**src/rtl/kked_pkg.sv**
```systemverilog
// Shared types and constants for the keypad key event detector.
`timescale 1ns / 1ps

package kked_pkg;

    // Field widths
    localparam int TIME_W  = 32;
    localparam int CODE_W  = 8;
    localparam int POS_W   = 2;
    localparam int CNT_W   = 3;
    localparam int CFG_W   = 16;
    localparam int MASK_W  = 4;
    localparam int KIND_W  = 2;

    // Stream payload widths
    localparam int S_DATA_W = 48;
    localparam int M_DATA_W = 16;

    // Entries in the queue between front and back
    localparam int QUEUE_DEPTH = 2;

    // Configuration register reset values
    localparam logic [CFG_W-1:0]  DEBOUNCE_RST  = 16'd20;
    localparam logic [CFG_W-1:0]  CLICK_MIN_RST = 16'd20;
    localparam logic [CFG_W-1:0]  CLICK_MAX_RST = 16'd300;
    localparam logic [CFG_W-1:0]  GAP_RST       = 16'd400;
    localparam logic [CFG_W-1:0]  KEEPALIVE_RST = 16'd1000;
    localparam logic [CNT_W-1:0]  MAX_CLICKS_RST = 3'd3;
    localparam logic [MASK_W-1:0] NO_ROWS_RST   = 4'hF;

    typedef enum logic [KIND_W-1:0] {
        EV_PRESSED  = 2'd0,
        EV_RELEASED = 2'd1,
        EV_HOLD     = 2'd2,
        EV_CLICKED  = 2'd3
    } event_kind_t;

    // Register indexes (byte address = 4 * index)
    typedef enum logic [2:0] {
        REG_DEBOUNCE   = 3'd0,
        REG_CLICK_MIN  = 3'd1,
        REG_CLICK_MAX  = 3'd2,
        REG_GAP        = 3'd3,
        REG_KEEPALIVE  = 3'd4,
        REG_MAX_CLICKS = 3'd5,
        REG_NO_ROWS    = 3'd6
    } reg_idx_t;

    typedef enum logic {
        BK_READ,
        BK_EVAL
    } bk_phase_t;

    typedef struct packed {
        logic [CFG_W-1:0]  debounce;
        logic [CFG_W-1:0]  click_min;
        logic [CFG_W-1:0]  click_max;
        logic [CFG_W-1:0]  gap;
        logic [CFG_W-1:0]  keepalive;
        logic [CNT_W-1:0]  max_clicks;
        logic [MASK_W-1:0] no_rows;
    } kked_cfg_t;

    // One classified sample on its way from front to back
    typedef struct packed {
        logic [POS_W-1:0]  row;
        logic [POS_W-1:0]  col;
        logic              level;
        logic [CODE_W-1:0] code;
        logic [TIME_W-1:0] now;
    } kked_item_t;

endpackage

```
**src/rtl/keypad_key_event_detector.sv**
```systemverilog
// Top level: configuration registers, front end, queue and state engine.
`timescale 1ns / 1ps

// Keypad key event detector. Each s_ transfer carries one sampled key
// (row, column, raw level, key code, millisecond time); each m_ transfer
// carries one event (press, release, hold or click) with the key code and
// click count. The front end takes one sample per cycle, while the two-entry
// queue has room, into that queue and drops positions off the keypad there;
// the state engine handles each on-keypad sample with a state read and time
// differences, then a compare and write-back of the per-key state, and takes
// the next sample only after that write-back, which waits for a free output
// register. A sample's event passes through the queue, the read-cycle
// registers and the output register; a full queue and receiver stalls delay
// it. The per-key state is cleared by reset, with no clearing pass.
// Registers sit at byte addresses 4*i on the APB port.
module keypad_key_event_detector import kked_pkg::*; #(
    parameter int ROWS    = 4,
    parameter int COLUMNS = 4
) (
    input  logic                aclk,
    input  logic                aresetn,
    // Sample stream
    input  logic                s_tvalid,
    output logic                s_tready,
    // row[1:0], column[3:2], raw_level[4], key_code[12:5], time_ms[44:13], zero fill
    input  logic [S_DATA_W-1:0] s_tdata,
    // Event stream
    output logic                m_tvalid,
    input  logic                m_tready,
    // key_code[7:0], click_total[10:8], zero fill
    output logic [M_DATA_W-1:0] m_tdata,
    // event_kind[1:0]
    output logic [KIND_W-1:0]   m_tuser,
    // Configuration
    input  logic                psel,
    input  logic                penable,
    input  logic                pwrite,
    input  logic [4:0]          paddr,
    input  logic [31:0]         pwdata,
    output logic [31:0]         prdata,
    output logic                pready
);

    kked_cfg_t  cfg_reg;
    logic       cfg_we;
    reg_idx_t   reg_sel;

    logic       q_ready;
    logic       q_push;
    kked_item_t push_item;
    logic       q_valid;
    logic       q_pop;
    kked_item_t pop_item;

    assign pready  = 1'b1;
    assign cfg_we  = psel && penable && pwrite;
    assign reg_sel = reg_idx_t'(paddr[4:2]);

    // Register writes
    always_ff @(posedge aclk) begin
        if (!aresetn) begin
            cfg_reg.debounce   <= DEBOUNCE_RST;
            cfg_reg.click_min  <= CLICK_MIN_RST;
            cfg_reg.click_max  <= CLICK_MAX_RST;
            cfg_reg.gap        <= GAP_RST;
            cfg_reg.keepalive  <= KEEPALIVE_RST;
            cfg_reg.max_clicks <= MAX_CLICKS_RST;
            cfg_reg.no_rows    <= NO_ROWS_RST;
        end else if (cfg_we) begin
            case (reg_sel)
                REG_DEBOUNCE:   cfg_reg.debounce   <= pwdata[CFG_W-1:0];
                REG_CLICK_MIN:  cfg_reg.click_min  <= pwdata[CFG_W-1:0];
                REG_CLICK_MAX:  cfg_reg.click_max  <= pwdata[CFG_W-1:0];
                REG_GAP:        cfg_reg.gap        <= pwdata[CFG_W-1:0];
                REG_KEEPALIVE:  cfg_reg.keepalive  <= pwdata[CFG_W-1:0];
                REG_MAX_CLICKS: cfg_reg.max_clicks <= pwdata[CNT_W-1:0];
                REG_NO_ROWS:    cfg_reg.no_rows    <= pwdata[MASK_W-1:0];
                default: ;
            endcase
        end
    end

    // Register reads
    always_comb begin
        case (reg_sel)
            REG_DEBOUNCE:   prdata = {16'd0, cfg_reg.debounce};
            REG_CLICK_MIN:  prdata = {16'd0, cfg_reg.click_min};
            REG_CLICK_MAX:  prdata = {16'd0, cfg_reg.click_max};
            REG_GAP:        prdata = {16'd0, cfg_reg.gap};
            REG_KEEPALIVE:  prdata = {16'd0, cfg_reg.keepalive};
            REG_MAX_CLICKS: prdata = {29'd0, cfg_reg.max_clicks};
            REG_NO_ROWS:    prdata = {28'd0, cfg_reg.no_rows};
            default:        prdata = '0;
        endcase
    end

    kked_front #(
        .ROWS    (ROWS),
        .COLUMNS (COLUMNS)
    ) u_front (
        .s_tvalid (s_tvalid),
        .s_tready (s_tready),
        .s_tdata  (s_tdata),
        .no_rows  (cfg_reg.no_rows),
        .q_ready  (q_ready),
        .q_push   (q_push),
        .q_item   (push_item)
    );

    kked_queue u_queue (
        .aclk      (aclk),
        .aresetn   (aresetn),
        .push      (q_push),
        .push_item (push_item),
        .not_full  (q_ready),
        .pop       (q_pop),
        .not_empty (q_valid),
        .pop_item  (pop_item)
    );

    kked_back #(
        .ROWS    (ROWS),
        .COLUMNS (COLUMNS)
    ) u_back (
        .aclk     (aclk),
        .aresetn  (aresetn),
        .cfg      (cfg_reg),
        .q_valid  (q_valid),
        .q_item   (pop_item),
        .q_pop    (q_pop),
        .m_tvalid (m_tvalid),
        .m_tready (m_tready),
        .m_tdata  (m_tdata),
        .m_tuser  (m_tuser)
    );

endmodule

```
**src/rtl/kked_front.sv**
```systemverilog
// Front end: takes samples, drops off-keypad positions, applies row polarity.
`timescale 1ns / 1ps

module kked_front import kked_pkg::*; #(
    parameter int ROWS    = 4,
    parameter int COLUMNS = 4
) (
    input  logic                s_tvalid,
    output logic                s_tready,
    // row[1:0], column[3:2], raw_level[4], key_code[12:5], time_ms[44:13], zero fill
    input  logic [S_DATA_W-1:0] s_tdata,
    input  logic [MASK_W-1:0]   no_rows,
    input  logic                q_ready,
    output logic                q_push,
    output kked_item_t          q_item
);

    logic [POS_W-1:0]  row;
    logic [POS_W-1:0]  col;
    logic              raw;
    logic              in_range;
    logic              row_no;

    // Unpack the sample
    assign row = s_tdata[1:0];
    assign col = s_tdata[3:2];
    assign raw = s_tdata[4];

    // Positions outside the keypad are taken and dropped
    assign in_range = (int'(row) < ROWS) && (int'(col) < COLUMNS);
    assign row_no   = no_rows[row];

    assign s_tready = q_ready;
    assign q_push   = s_tvalid && q_ready && in_range;

    // Normally-closed rows read inverted
    always_comb begin
        q_item.row   = row;
        q_item.col   = col;
        q_item.level = row_no ? raw : ~raw;
        q_item.code  = s_tdata[12:5];
        q_item.now   = s_tdata[44:13];
    end

endmodule

```
**src/rtl/kked_queue.sv**
```systemverilog
// Short register queue that decouples the front end from the state engine.
`timescale 1ns / 1ps

module kked_queue import kked_pkg::*; (
    input  logic       aclk,
    input  logic       aresetn,
    input  logic       push,
    input  kked_item_t push_item,
    output logic       not_full,
    input  logic       pop,
    output logic       not_empty,
    output kked_item_t pop_item
);

    localparam int PTR_W = (QUEUE_DEPTH > 1) ? $clog2(QUEUE_DEPTH) : 1;
    localparam int CNT_QW = $clog2(QUEUE_DEPTH + 1);

    kked_item_t         slot_reg [QUEUE_DEPTH];
    logic [PTR_W-1:0]   wr_ptr_reg;
    logic [PTR_W-1:0]   rd_ptr_reg;
    logic [CNT_QW-1:0]  count_reg;
    logic [PTR_W-1:0]   wr_ptr_next;
    logic [PTR_W-1:0]   rd_ptr_next;

    assign not_full  = (count_reg != CNT_QW'(QUEUE_DEPTH));
    assign not_empty = (count_reg != '0);
    assign pop_item  = slot_reg[rd_ptr_reg];

    // Pointer wrap
    always_comb begin
        wr_ptr_next = (wr_ptr_reg == PTR_W'(QUEUE_DEPTH - 1)) ? '0 : wr_ptr_reg + 1'b1;
        rd_ptr_next = (rd_ptr_reg == PTR_W'(QUEUE_DEPTH - 1)) ? '0 : rd_ptr_reg + 1'b1;
    end

    // Pointers and fill count
    always_ff @(posedge aclk) begin
        if (!aresetn) begin
            wr_ptr_reg <= '0;
            rd_ptr_reg <= '0;
            count_reg  <= '0;
        end else begin
            if (push) begin
                wr_ptr_reg <= wr_ptr_next;
            end
            if (pop) begin
                rd_ptr_reg <= rd_ptr_next;
            end
            if (push && !pop) begin
                count_reg <= count_reg + 1'b1;
            end else if (pop && !push) begin
                count_reg <= count_reg - 1'b1;
            end
        end
    end

    // Storage
    always_ff @(posedge aclk) begin
        if (push) begin
            slot_reg[wr_ptr_reg] <= push_item;
        end
    end

endmodule

```
**src/rtl/kked_back.sv**
```systemverilog
// State engine: per-key read-modify-write and event generation, output register.
`timescale 1ns / 1ps

module kked_back import kked_pkg::*; #(
    parameter int ROWS    = 4,
    parameter int COLUMNS = 4
) (
    input  logic                aclk,
    input  logic                aresetn,
    input  kked_cfg_t           cfg,
    input  logic                q_valid,
    input  kked_item_t          q_item,
    output logic                q_pop,
    output logic                m_tvalid,
    input  logic                m_tready,
    // key_code[7:0], click_total[10:8], zero fill
    output logic [M_DATA_W-1:0] m_tdata,
    // event_kind[1:0]
    output logic [KIND_W-1:0]   m_tuser
);

    // Only positions a 2-bit row/column can reach hold state
    localparam int KEY_ROWS = (ROWS < 4) ? ROWS : 4;
    localparam int KEY_COLS = (COLUMNS < 4) ? COLUMNS : 4;
    localparam int NKEYS    = KEY_ROWS * KEY_COLS;
    localparam int KIDX_W   = (NKEYS > 1) ? $clog2(NKEYS) : 1;

    // Per-key state
    logic              prev_level_reg  [NKEYS];
    logic              press_sent_reg  [NKEYS];
    logic [TIME_W-1:0] change_time_reg [NKEYS];
    logic [TIME_W-1:0] hold_time_reg   [NKEYS];
    logic [CNT_W-1:0]  click_count_reg [NKEYS];
    logic [TIME_W-1:0] click_time_reg  [NKEYS];

    bk_phase_t         phase_reg;
    bk_phase_t         phase_next;

    // Values latched in the read cycle
    kked_item_t        cur_reg;
    logic [KIDX_W-1:0] idx_reg;
    logic              prev_rd_reg;
    logic              sent_rd_reg;
    logic [CNT_W-1:0]  cnt_rd_reg;
    logic [TIME_W-1:0] d_change_reg;
    logic [TIME_W-1:0] d_hold_reg;
    logic [TIME_W-1:0] d_click_reg;
    logic [TIME_W-1:0] hold_sum_reg;

    // Output register
    logic                m_valid_reg;
    logic [KIND_W-1:0]   kind_reg;
    logic [CODE_W-1:0]   code_out_reg;
    logic [CNT_W-1:0]    total_reg;

    logic              out_free;
    logic              commit;
    logic [KIDX_W-1:0] rd_idx;

    // Evaluation results
    logic              emit;
    event_kind_t       emit_kind;
    logic [CNT_W-1:0]  emit_total;
    logic              sent_new;
    logic [CNT_W-1:0]  cnt_new;
    logic              wr_change;
    logic              wr_hold;
    logic [TIME_W-1:0] hold_new;
    logic              wr_click_time;
    logic              is_click;
    logic              chain;

    assign rd_idx   = KIDX_W'(int'(q_item.row) * KEY_COLS + int'(q_item.col));
    assign out_free = !m_valid_reg || m_tready;

    // Next phase
    always_comb begin
        phase_next = phase_reg;
        case (phase_reg)
            BK_READ: begin
                if (q_valid) begin
                    phase_next = BK_EVAL;
                end
            end
            BK_EVAL: begin
                if (out_free) begin
                    phase_next = BK_READ;
                end
            end
            default: phase_next = BK_READ;
        endcase
    end

    // Phase outputs
    always_comb begin
        q_pop  = 1'b0;
        commit = 1'b0;
        case (phase_reg)
            BK_READ: q_pop  = q_valid;
            BK_EVAL: commit = out_free;
            default: begin
                q_pop  = 1'b0;
                commit = 1'b0;
            end
        endcase
    end

    always_ff @(posedge aclk) begin
        if (!aresetn) begin
            phase_reg <= BK_READ;
        end else begin
            phase_reg <= phase_next;
        end
    end

    // Read cycle: fetch the key's state and form the time differences
    always_ff @(posedge aclk) begin
        if (q_pop) begin
            cur_reg      <= q_item;
            idx_reg      <= rd_idx;
            prev_rd_reg  <= prev_level_reg[rd_idx];
            sent_rd_reg  <= press_sent_reg[rd_idx];
            cnt_rd_reg   <= click_count_reg[rd_idx];
            d_change_reg <= q_item.now - change_time_reg[rd_idx];
            d_hold_reg   <= q_item.now - hold_time_reg[rd_idx];
            d_click_reg  <= q_item.now - click_time_reg[rd_idx];
            hold_sum_reg <= hold_time_reg[rd_idx] + TIME_W'(cfg.keepalive);
        end
    end

    // Evaluate cycle: decide the event and the state update
    always_comb begin
        emit          = 1'b0;
        emit_kind     = EV_PRESSED;
        emit_total    = cnt_rd_reg;
        sent_new      = sent_rd_reg;
        cnt_new       = cnt_rd_reg;
        wr_change     = 1'b0;
        wr_hold       = 1'b0;
        hold_new      = cur_reg.now;
        wr_click_time = 1'b0;
        is_click      = (d_change_reg >= TIME_W'(cfg.click_min))
                        && (d_change_reg <= TIME_W'(cfg.click_max));
        chain         = (cnt_rd_reg != '0) && (cnt_rd_reg < cfg.max_clicks)
                        && (d_click_reg < TIME_W'(cfg.gap));
        if (cur_reg.level != prev_rd_reg) begin
            // Level changed: restart timing, report a release if pressed
            wr_change = 1'b1;
            wr_hold   = 1'b1;
            if (!cur_reg.level && sent_rd_reg) begin
                sent_new = 1'b0;
                if (is_click) begin
                    cnt_new       = chain ? cnt_rd_reg + 1'b1 : CNT_W'(1);
                    wr_click_time = 1'b1;
                end
                emit       = 1'b1;
                emit_kind  = EV_RELEASED;
                emit_total = cnt_new;
            end
        end else if (cur_reg.level) begin
            // Held: debounce, then keep-alive
            if (!sent_rd_reg) begin
                if (d_change_reg >= TIME_W'(cfg.debounce)) begin
                    sent_new  = 1'b1;
                    wr_hold   = 1'b1;
                    emit      = 1'b1;
                    emit_kind = EV_PRESSED;
                end
            end else if (d_hold_reg >= TIME_W'(cfg.keepalive)) begin
                wr_hold   = 1'b1;
                hold_new  = hold_sum_reg;
                emit      = 1'b1;
                emit_kind = EV_HOLD;
            end
        end else begin
            // Released and idle: close the click series after the gap
            if ((cnt_rd_reg != '0) && (d_click_reg >= TIME_W'(cfg.gap))) begin
                emit      = 1'b1;
                emit_kind = EV_CLICKED;
                cnt_new   = '0;
            end
        end
    end

    // Per-key state write-back
    always_ff @(posedge aclk) begin
        if (!aresetn) begin
            for (int k = 0; k < NKEYS; k++) begin
                prev_level_reg[k]  <= 1'b0;
                press_sent_reg[k]  <= 1'b0;
                change_time_reg[k] <= '0;
                hold_time_reg[k]   <= '0;
                click_count_reg[k] <= '0;
                click_time_reg[k]  <= '0;
            end
        end else if (commit) begin
            prev_level_reg[idx_reg]  <= cur_reg.level;
            press_sent_reg[idx_reg]  <= sent_new;
            click_count_reg[idx_reg] <= cnt_new;
            if (wr_change) begin
                change_time_reg[idx_reg] <= cur_reg.now;
            end
            if (wr_hold) begin
                hold_time_reg[idx_reg] <= hold_new;
            end
            if (wr_click_time) begin
                click_time_reg[idx_reg] <= cur_reg.now;
            end
        end
    end

    // Output register
    always_ff @(posedge aclk) begin
        if (!aresetn) begin
            m_valid_reg <= 1'b0;
        end else if (commit && emit) begin
            m_valid_reg <= 1'b1;
        end else if (m_tready) begin
            m_valid_reg <= 1'b0;
        end
    end

    always_ff @(posedge aclk) begin
        if (commit && emit) begin
            kind_reg     <= emit_kind;
            code_out_reg <= cur_reg.code;
            total_reg    <= emit_total;
        end
    end

    assign m_tvalid = m_valid_reg;
    assign m_tuser  = kind_reg;
    assign m_tdata  = {{(M_DATA_W - CODE_W - CNT_W){1'b0}}, total_reg, code_out_reg};

    // A press is only ever marked sent on a key whose level is high
    a_sent_implies_level: assert property (@(posedge aclk) disable iff (!aresetn)
        phase_reg == BK_EVAL |-> !sent_rd_reg || prev_rd_reg)
        else $error("press-sent flag set on a released key");

    // An idle read cycle stays idle
    a_idle_read: assert property (@(posedge aclk) disable iff (!aresetn)
        (phase_reg == BK_READ && !q_valid) |=> phase_reg == BK_READ)
        else $error("state engine left read phase without an item");

    // New results come only out of an evaluate cycle
    a_load_from_eval: assert property (@(posedge aclk) disable iff (!aresetn)
        (!m_valid_reg ##1 m_valid_reg) |-> $past(phase_reg == BK_EVAL))
        else $error("result loaded outside evaluate phase");

    // A stalled result is never overwritten by a commit
    a_no_overwrite: assert property (@(posedge aclk) disable iff (!aresetn)
        (m_valid_reg && !m_tready) |-> !commit)
        else $error("commit while result register is blocked");

endmodule

```
**config.mk**
```make
export PLATFORM = sky130hd
export DESIGN_NAME = keypad_key_event_detector
export DESIGN_NICKNAME = d
export VERILOG_FILES = /design/src/rtl/kked_pkg.sv /design/src/rtl/keypad_key_event_detector.sv /design/src/rtl/kked_front.sv /design/src/rtl/kked_queue.sv /design/src/rtl/kked_back.sv
export SDC_FILE = /design/constraint.sdc
export NUM_CORES = 2
export LEC_CHECK = 0
export BUFFER_PORTS_ARGS = -buffer_cell sky130_fd_sc_hd__buf_2
export CORE_ASPECT_RATIO = 0.5
export CORE_MARGIN = 3
export CORE_UTILIZATION = 50
export DETAILED_ROUTE_END_ITERATION = 10
export PLACE_DENSITY = 0.66
export SYNTH_ARGS = -nofsm -noshare
export SYNTH_HDL_FRONTEND = slang
export SYNTH_SLANG_ARGS = --single-unit
```
**constraint.sdc**
```tcl
create_clock -name aclk -period 5.6 [get_ports aclk]
set_input_delay 1.12 -clock aclk [delete_from_list [all_inputs] [get_ports aclk]]
set_output_delay 1.12 -clock aclk [all_outputs]
set_load 0.05 [all_outputs]
```
==> run_results.csv <==
group,metric,value,unit
layout,nets,7352,
setup_path,crit_slowest_cell,"mux2i_2",
setup_path,cp_max_fo,49,
grt,grt_pass1_wl,396000,um
sta,min_period_over_period,0.9455,
floorplan,die_w,617.7,um
synth,syn_area_per_cell,13.24,um^2
setup_path,cpPeakStageDelay,0.52,ns
layout,drive_gt1_frac,0.1655,
layout,fillers,14670,
placed_design,port_buffers,101,
synth,synth_seq_area_share,0.6257,
synth,netlist_top_cells_count,"edfxtp_1 (1865), nand2_1 (788), nor2_1 (674)",
routing,viasPerCell,6.175,
setup_path,crit_arrival,5.87,ns
routing,vias,59930,
grt,grt_max_degree,324,
floorplan,die-area,192600,um^2
synth,synth_area_leader_cell,"edfxtp_1",
grt,use_met2,0.4172,
clock_tree,cts.sinks,1991,
routing,ant_nets,0,
placed_design,dp.cells,9368,
layout,area_growth_syn_to_layout,10.63,%
sta,relSlewSlack,0.1580,
layout,instances_no_fill,9706,
clock_tree,cts_resized,0,
floorplan,core-area,184600,um^2
setup_path,worstPathRequired,6.17,ns
setup_path,cp_common_cell,"buf_12",
floorplan,start_util,0.5068,
clock_tree,clk_pin_slew,0.07,ns
sta,finalSetupTns,0,ns
pwr,p_comb_frac,0.366,
min_path,holdPathEnd,"u_back.code_out_reg[0]$_DFFE_PP_",
setup_path,r2r-end,"u_back.d_change_reg[31]$_DFFE_PP_",
synth,yosysUniqueCellTypes,79,
grt,grt_overflow,0,
routing,drc,0,
sta,fmax,188.9,MHz
setup_path,crit_family,"compound AO/OA/AOI/OAI gates",
synth,synthTopCellsByArea,"edfxtp_1 (60%), mux4_2 (9.6%), and3_1 (3.7%)",
clock_tree,tritoncts,"yes",
grt,grtUsageMet3,0.06348,
setup_path,reg2reg_depth,19,
min_path,hp-class,"reg -> reg",
grt,grt.busiest_layer,"met2",
run,cap_violations,0,
sta,hold_viol,0,
setup_path,crit_chain,"mux2i_2, inv_8, buf_12, buf_12, buf_12, mux4_2, nand2_1, nand3_1, nand2_1, ha_1, a21o_1, a21oi_1, o211a_1, a2bb2oi_1, o31a_1, o2111ai_1, a311oi_1, o21bai_1, xnor2_1",
synth,synth-seq-cells,1991,
clock_tree,cts_buffer_depth,3,
clock_tree,holdBufCountCts,0,
grt,grt_use_met1,0.4143,
floorplan,die_h,311.8,um
sta,min_period,5.295,ns
synth,synth_top_flop_cell,"edfxtp_1",
pwr,clkPwrFrac,0.251,
synth,yosys_warnings,0,
clock_tree,cts_root_buffer,"clkbuf_16",
status,status,"finished clean",
floorplan,ioPinCount,145,
setup_path,r2r_slack,0.31,ns
pwr,power.leakage,39.68,nW
grt,grt_usage,0.2820,
pwr,seqPwrFrac,0.383,
routing,drt_iter0_drc,8699,
min_path,hp-start,"u_back.cur_reg[32]$_DFFE_PP_",
pwr,p_int,0.03135,W
pwr,switching_share,0.3721,
routing,detail_route.wl_per_cell,28.16,um
setup_path,critPathKind,"reg -> reg",
placed_design,dp_hpwl,167200,um
routing,drt-pass1-iter-count,6,
synth,synthCells,7063,
setup_path,crit_path_start_kind,"flop",
setup_path,end_kind,"flop",
synth,ys_async_sr_fraction,0,
grt,grt_antenna_before_repair,24,
pwr,powerDensity,482.5,nW/um^2
synth,yosys.area.top_type_share,0.5987,
pwr,p_sw,0.01858,W
placed_design,place_congestion,0.9392,
sta,skew,0.02792,ns
clock_tree,cts_buffers,178,
clock_tree,clock_latency,0.83,ns
synth,synth_edf_count,1865,
synth,yosys.cell_count.top_type,"edfxtp_1",
sta,drv_slew,0,
min_path,min_path_cells,0,
setup_path,critPathBufInv,4,
synth,syn_area,93540,um^2
floorplan,rows,111,
sta,rsz0062_at_grt,"false",
grt,grt_pass1_vias,57220,
sta,max_slew.worst_pin.slew,1.263,ns
routing,drt_wl_total,273300,um
clock_tree,post_cts_buffers,0,
clock_tree,htreeDepth,4,
sta,setup_viol,0,
pwr,ir_drop,0.5300,mV
## power groups by stage
stage | Combinational (W) | Sequential [W] | Clock, W
6_report | 0.0183 | 0.0191 | 0.0126
5_1_grt | 0.0195 | 0.0192 | 0.0133
4_1_cts | 0.0179 | 0.0191 | 0.0127
3_5_place_dp | 0.0179 | 0.0194 | 0
3_3_place_gp | 0.0177 | 0.0194 | 0
2_1_floorplan | 0.0115 | 0.0192 | 0
## worst register-to-register path: cells and delay by family (launching register included)
family                   cells  cell delay, ns
XOR/XNOR                     1            0.13
AND/OR/NAND/NOR              3            0.57
adder cells (fa/ha/maj)      1            0.31
flip-flops                   1            0.48
buffers and inverters        4            1.00
AO/OA/AOI/OAI                8            1.70
multiplexers                 2            0.86
## cells in the final DEF, fill, tap and decap left out, types with 83 or more instances in the layout
| master | instances |
|---|---|
| buf_2 | 100 |
| nand2_1 | 754 |
| nand3_1 | 228 |
| a21oi_1 | 116 |
| buf_4 | 256 |
| nor2_1 | 645 |
| edfxtp_1 | 1865 |
| a21o_1 | 83 |
| xnor2_1 | 95 |
| inv_1 | 152 |
| clkbuf_16 | 181 |
| mux4_2 | 397 |
| ha_1 | 194 |
| and3_1 | 547 |
| and2_1 | 539 |
| dfxtp_1 | 125 |
| o21ai_0 | 85 |
## worst max-delay path by stage
stage / start / endpoint / slack [ns] / depth (start not counted)
2_1_floorplan: m_tready / u_back.click_time_reg[0][0]$_SDFFCE_PN0P_ / 0.47 / 7
3_3_place_gp: flop / u_back.d_change_reg[24]$_DFFE_PP_ / 0.37 / 19
3_5_place_dp: flop / u_back.d_change_reg[24]$_DFFE_PP_ / 0.32 / 19
4_1_cts: flop / u_back.d_change_reg[24]$_DFFE_PP_ / 0.29 / 19
5_1_grt: flop / u_back.d_change_reg[24]$_DFFE_PP_ / 0.003 / 20
6_report: flop / u_back.d_change_reg[31]$_DFFE_PP_ / 0.31 / 19
## logic make-up (layout without fill, tap and decap cells)
logic type,Yosys count,count (layout),synth area share
muxes,502,502,0.1075
other,2,27,0.00008029
adders and majority gates,198,198,0.02681
and+or+nand+nor,2932,2932,0.1541
xor gates and xnor gates,117,117,0.01096
AOI/OAI and AO/OA,582,582,0.04251
DFF,1991,1991,0.6257
buffers and inverters,739,871,0.03242
## metrics by stage
stage          setup slack (ns)  hold WS (ns)    util  cell area (um^2)  power, W
6_report                 0.3050        0.4207  0.5606            103500   0.04993
5_1_grt                0.002622        0.4323  0.5606            103500   0.05196
4_1_cts                  0.2882        0.4199  0.5605            103500   0.04968
3_5_place_dp             0.3240        0.4052  0.5290             97640   0.03726
3_3_place_gp             0.3674        0.4009  0.5290             97640   0.03711
2_1_floorplan            0.4717        0.4003       -             93610   0.03070
## area by class of cell
| cell class | instances | area, um^2 | area share |
|---|---|---|---|
| Tap cell | 2486 | 3110 | 0.03006 |
| Inverter | 158 | 634.4 | 0.006130 |
| Timing Repair Buffer | 380 | 2885 | 0.02788 |
| Antenna cell | 5 | 12.51 | 0.0001209 |
| Sequential cell | 1991 | 58530 | 0.5656 |
| Clock inverter | 93 | 1007 | 0.009733 |
| Multi-Input combinational cell | 4353 | 32490 | 0.3140 |
| Clock buffer | 240 | 4811 | 0.04649 |
## layer usage
layer	vias up	routed length, um
met1	30340	111200
li1	25890	-
met3	454	32850
met5	-	63
met4	12	9079
met2	3238	120200
No activity file was read; power rests on OpenSTA's default activity.
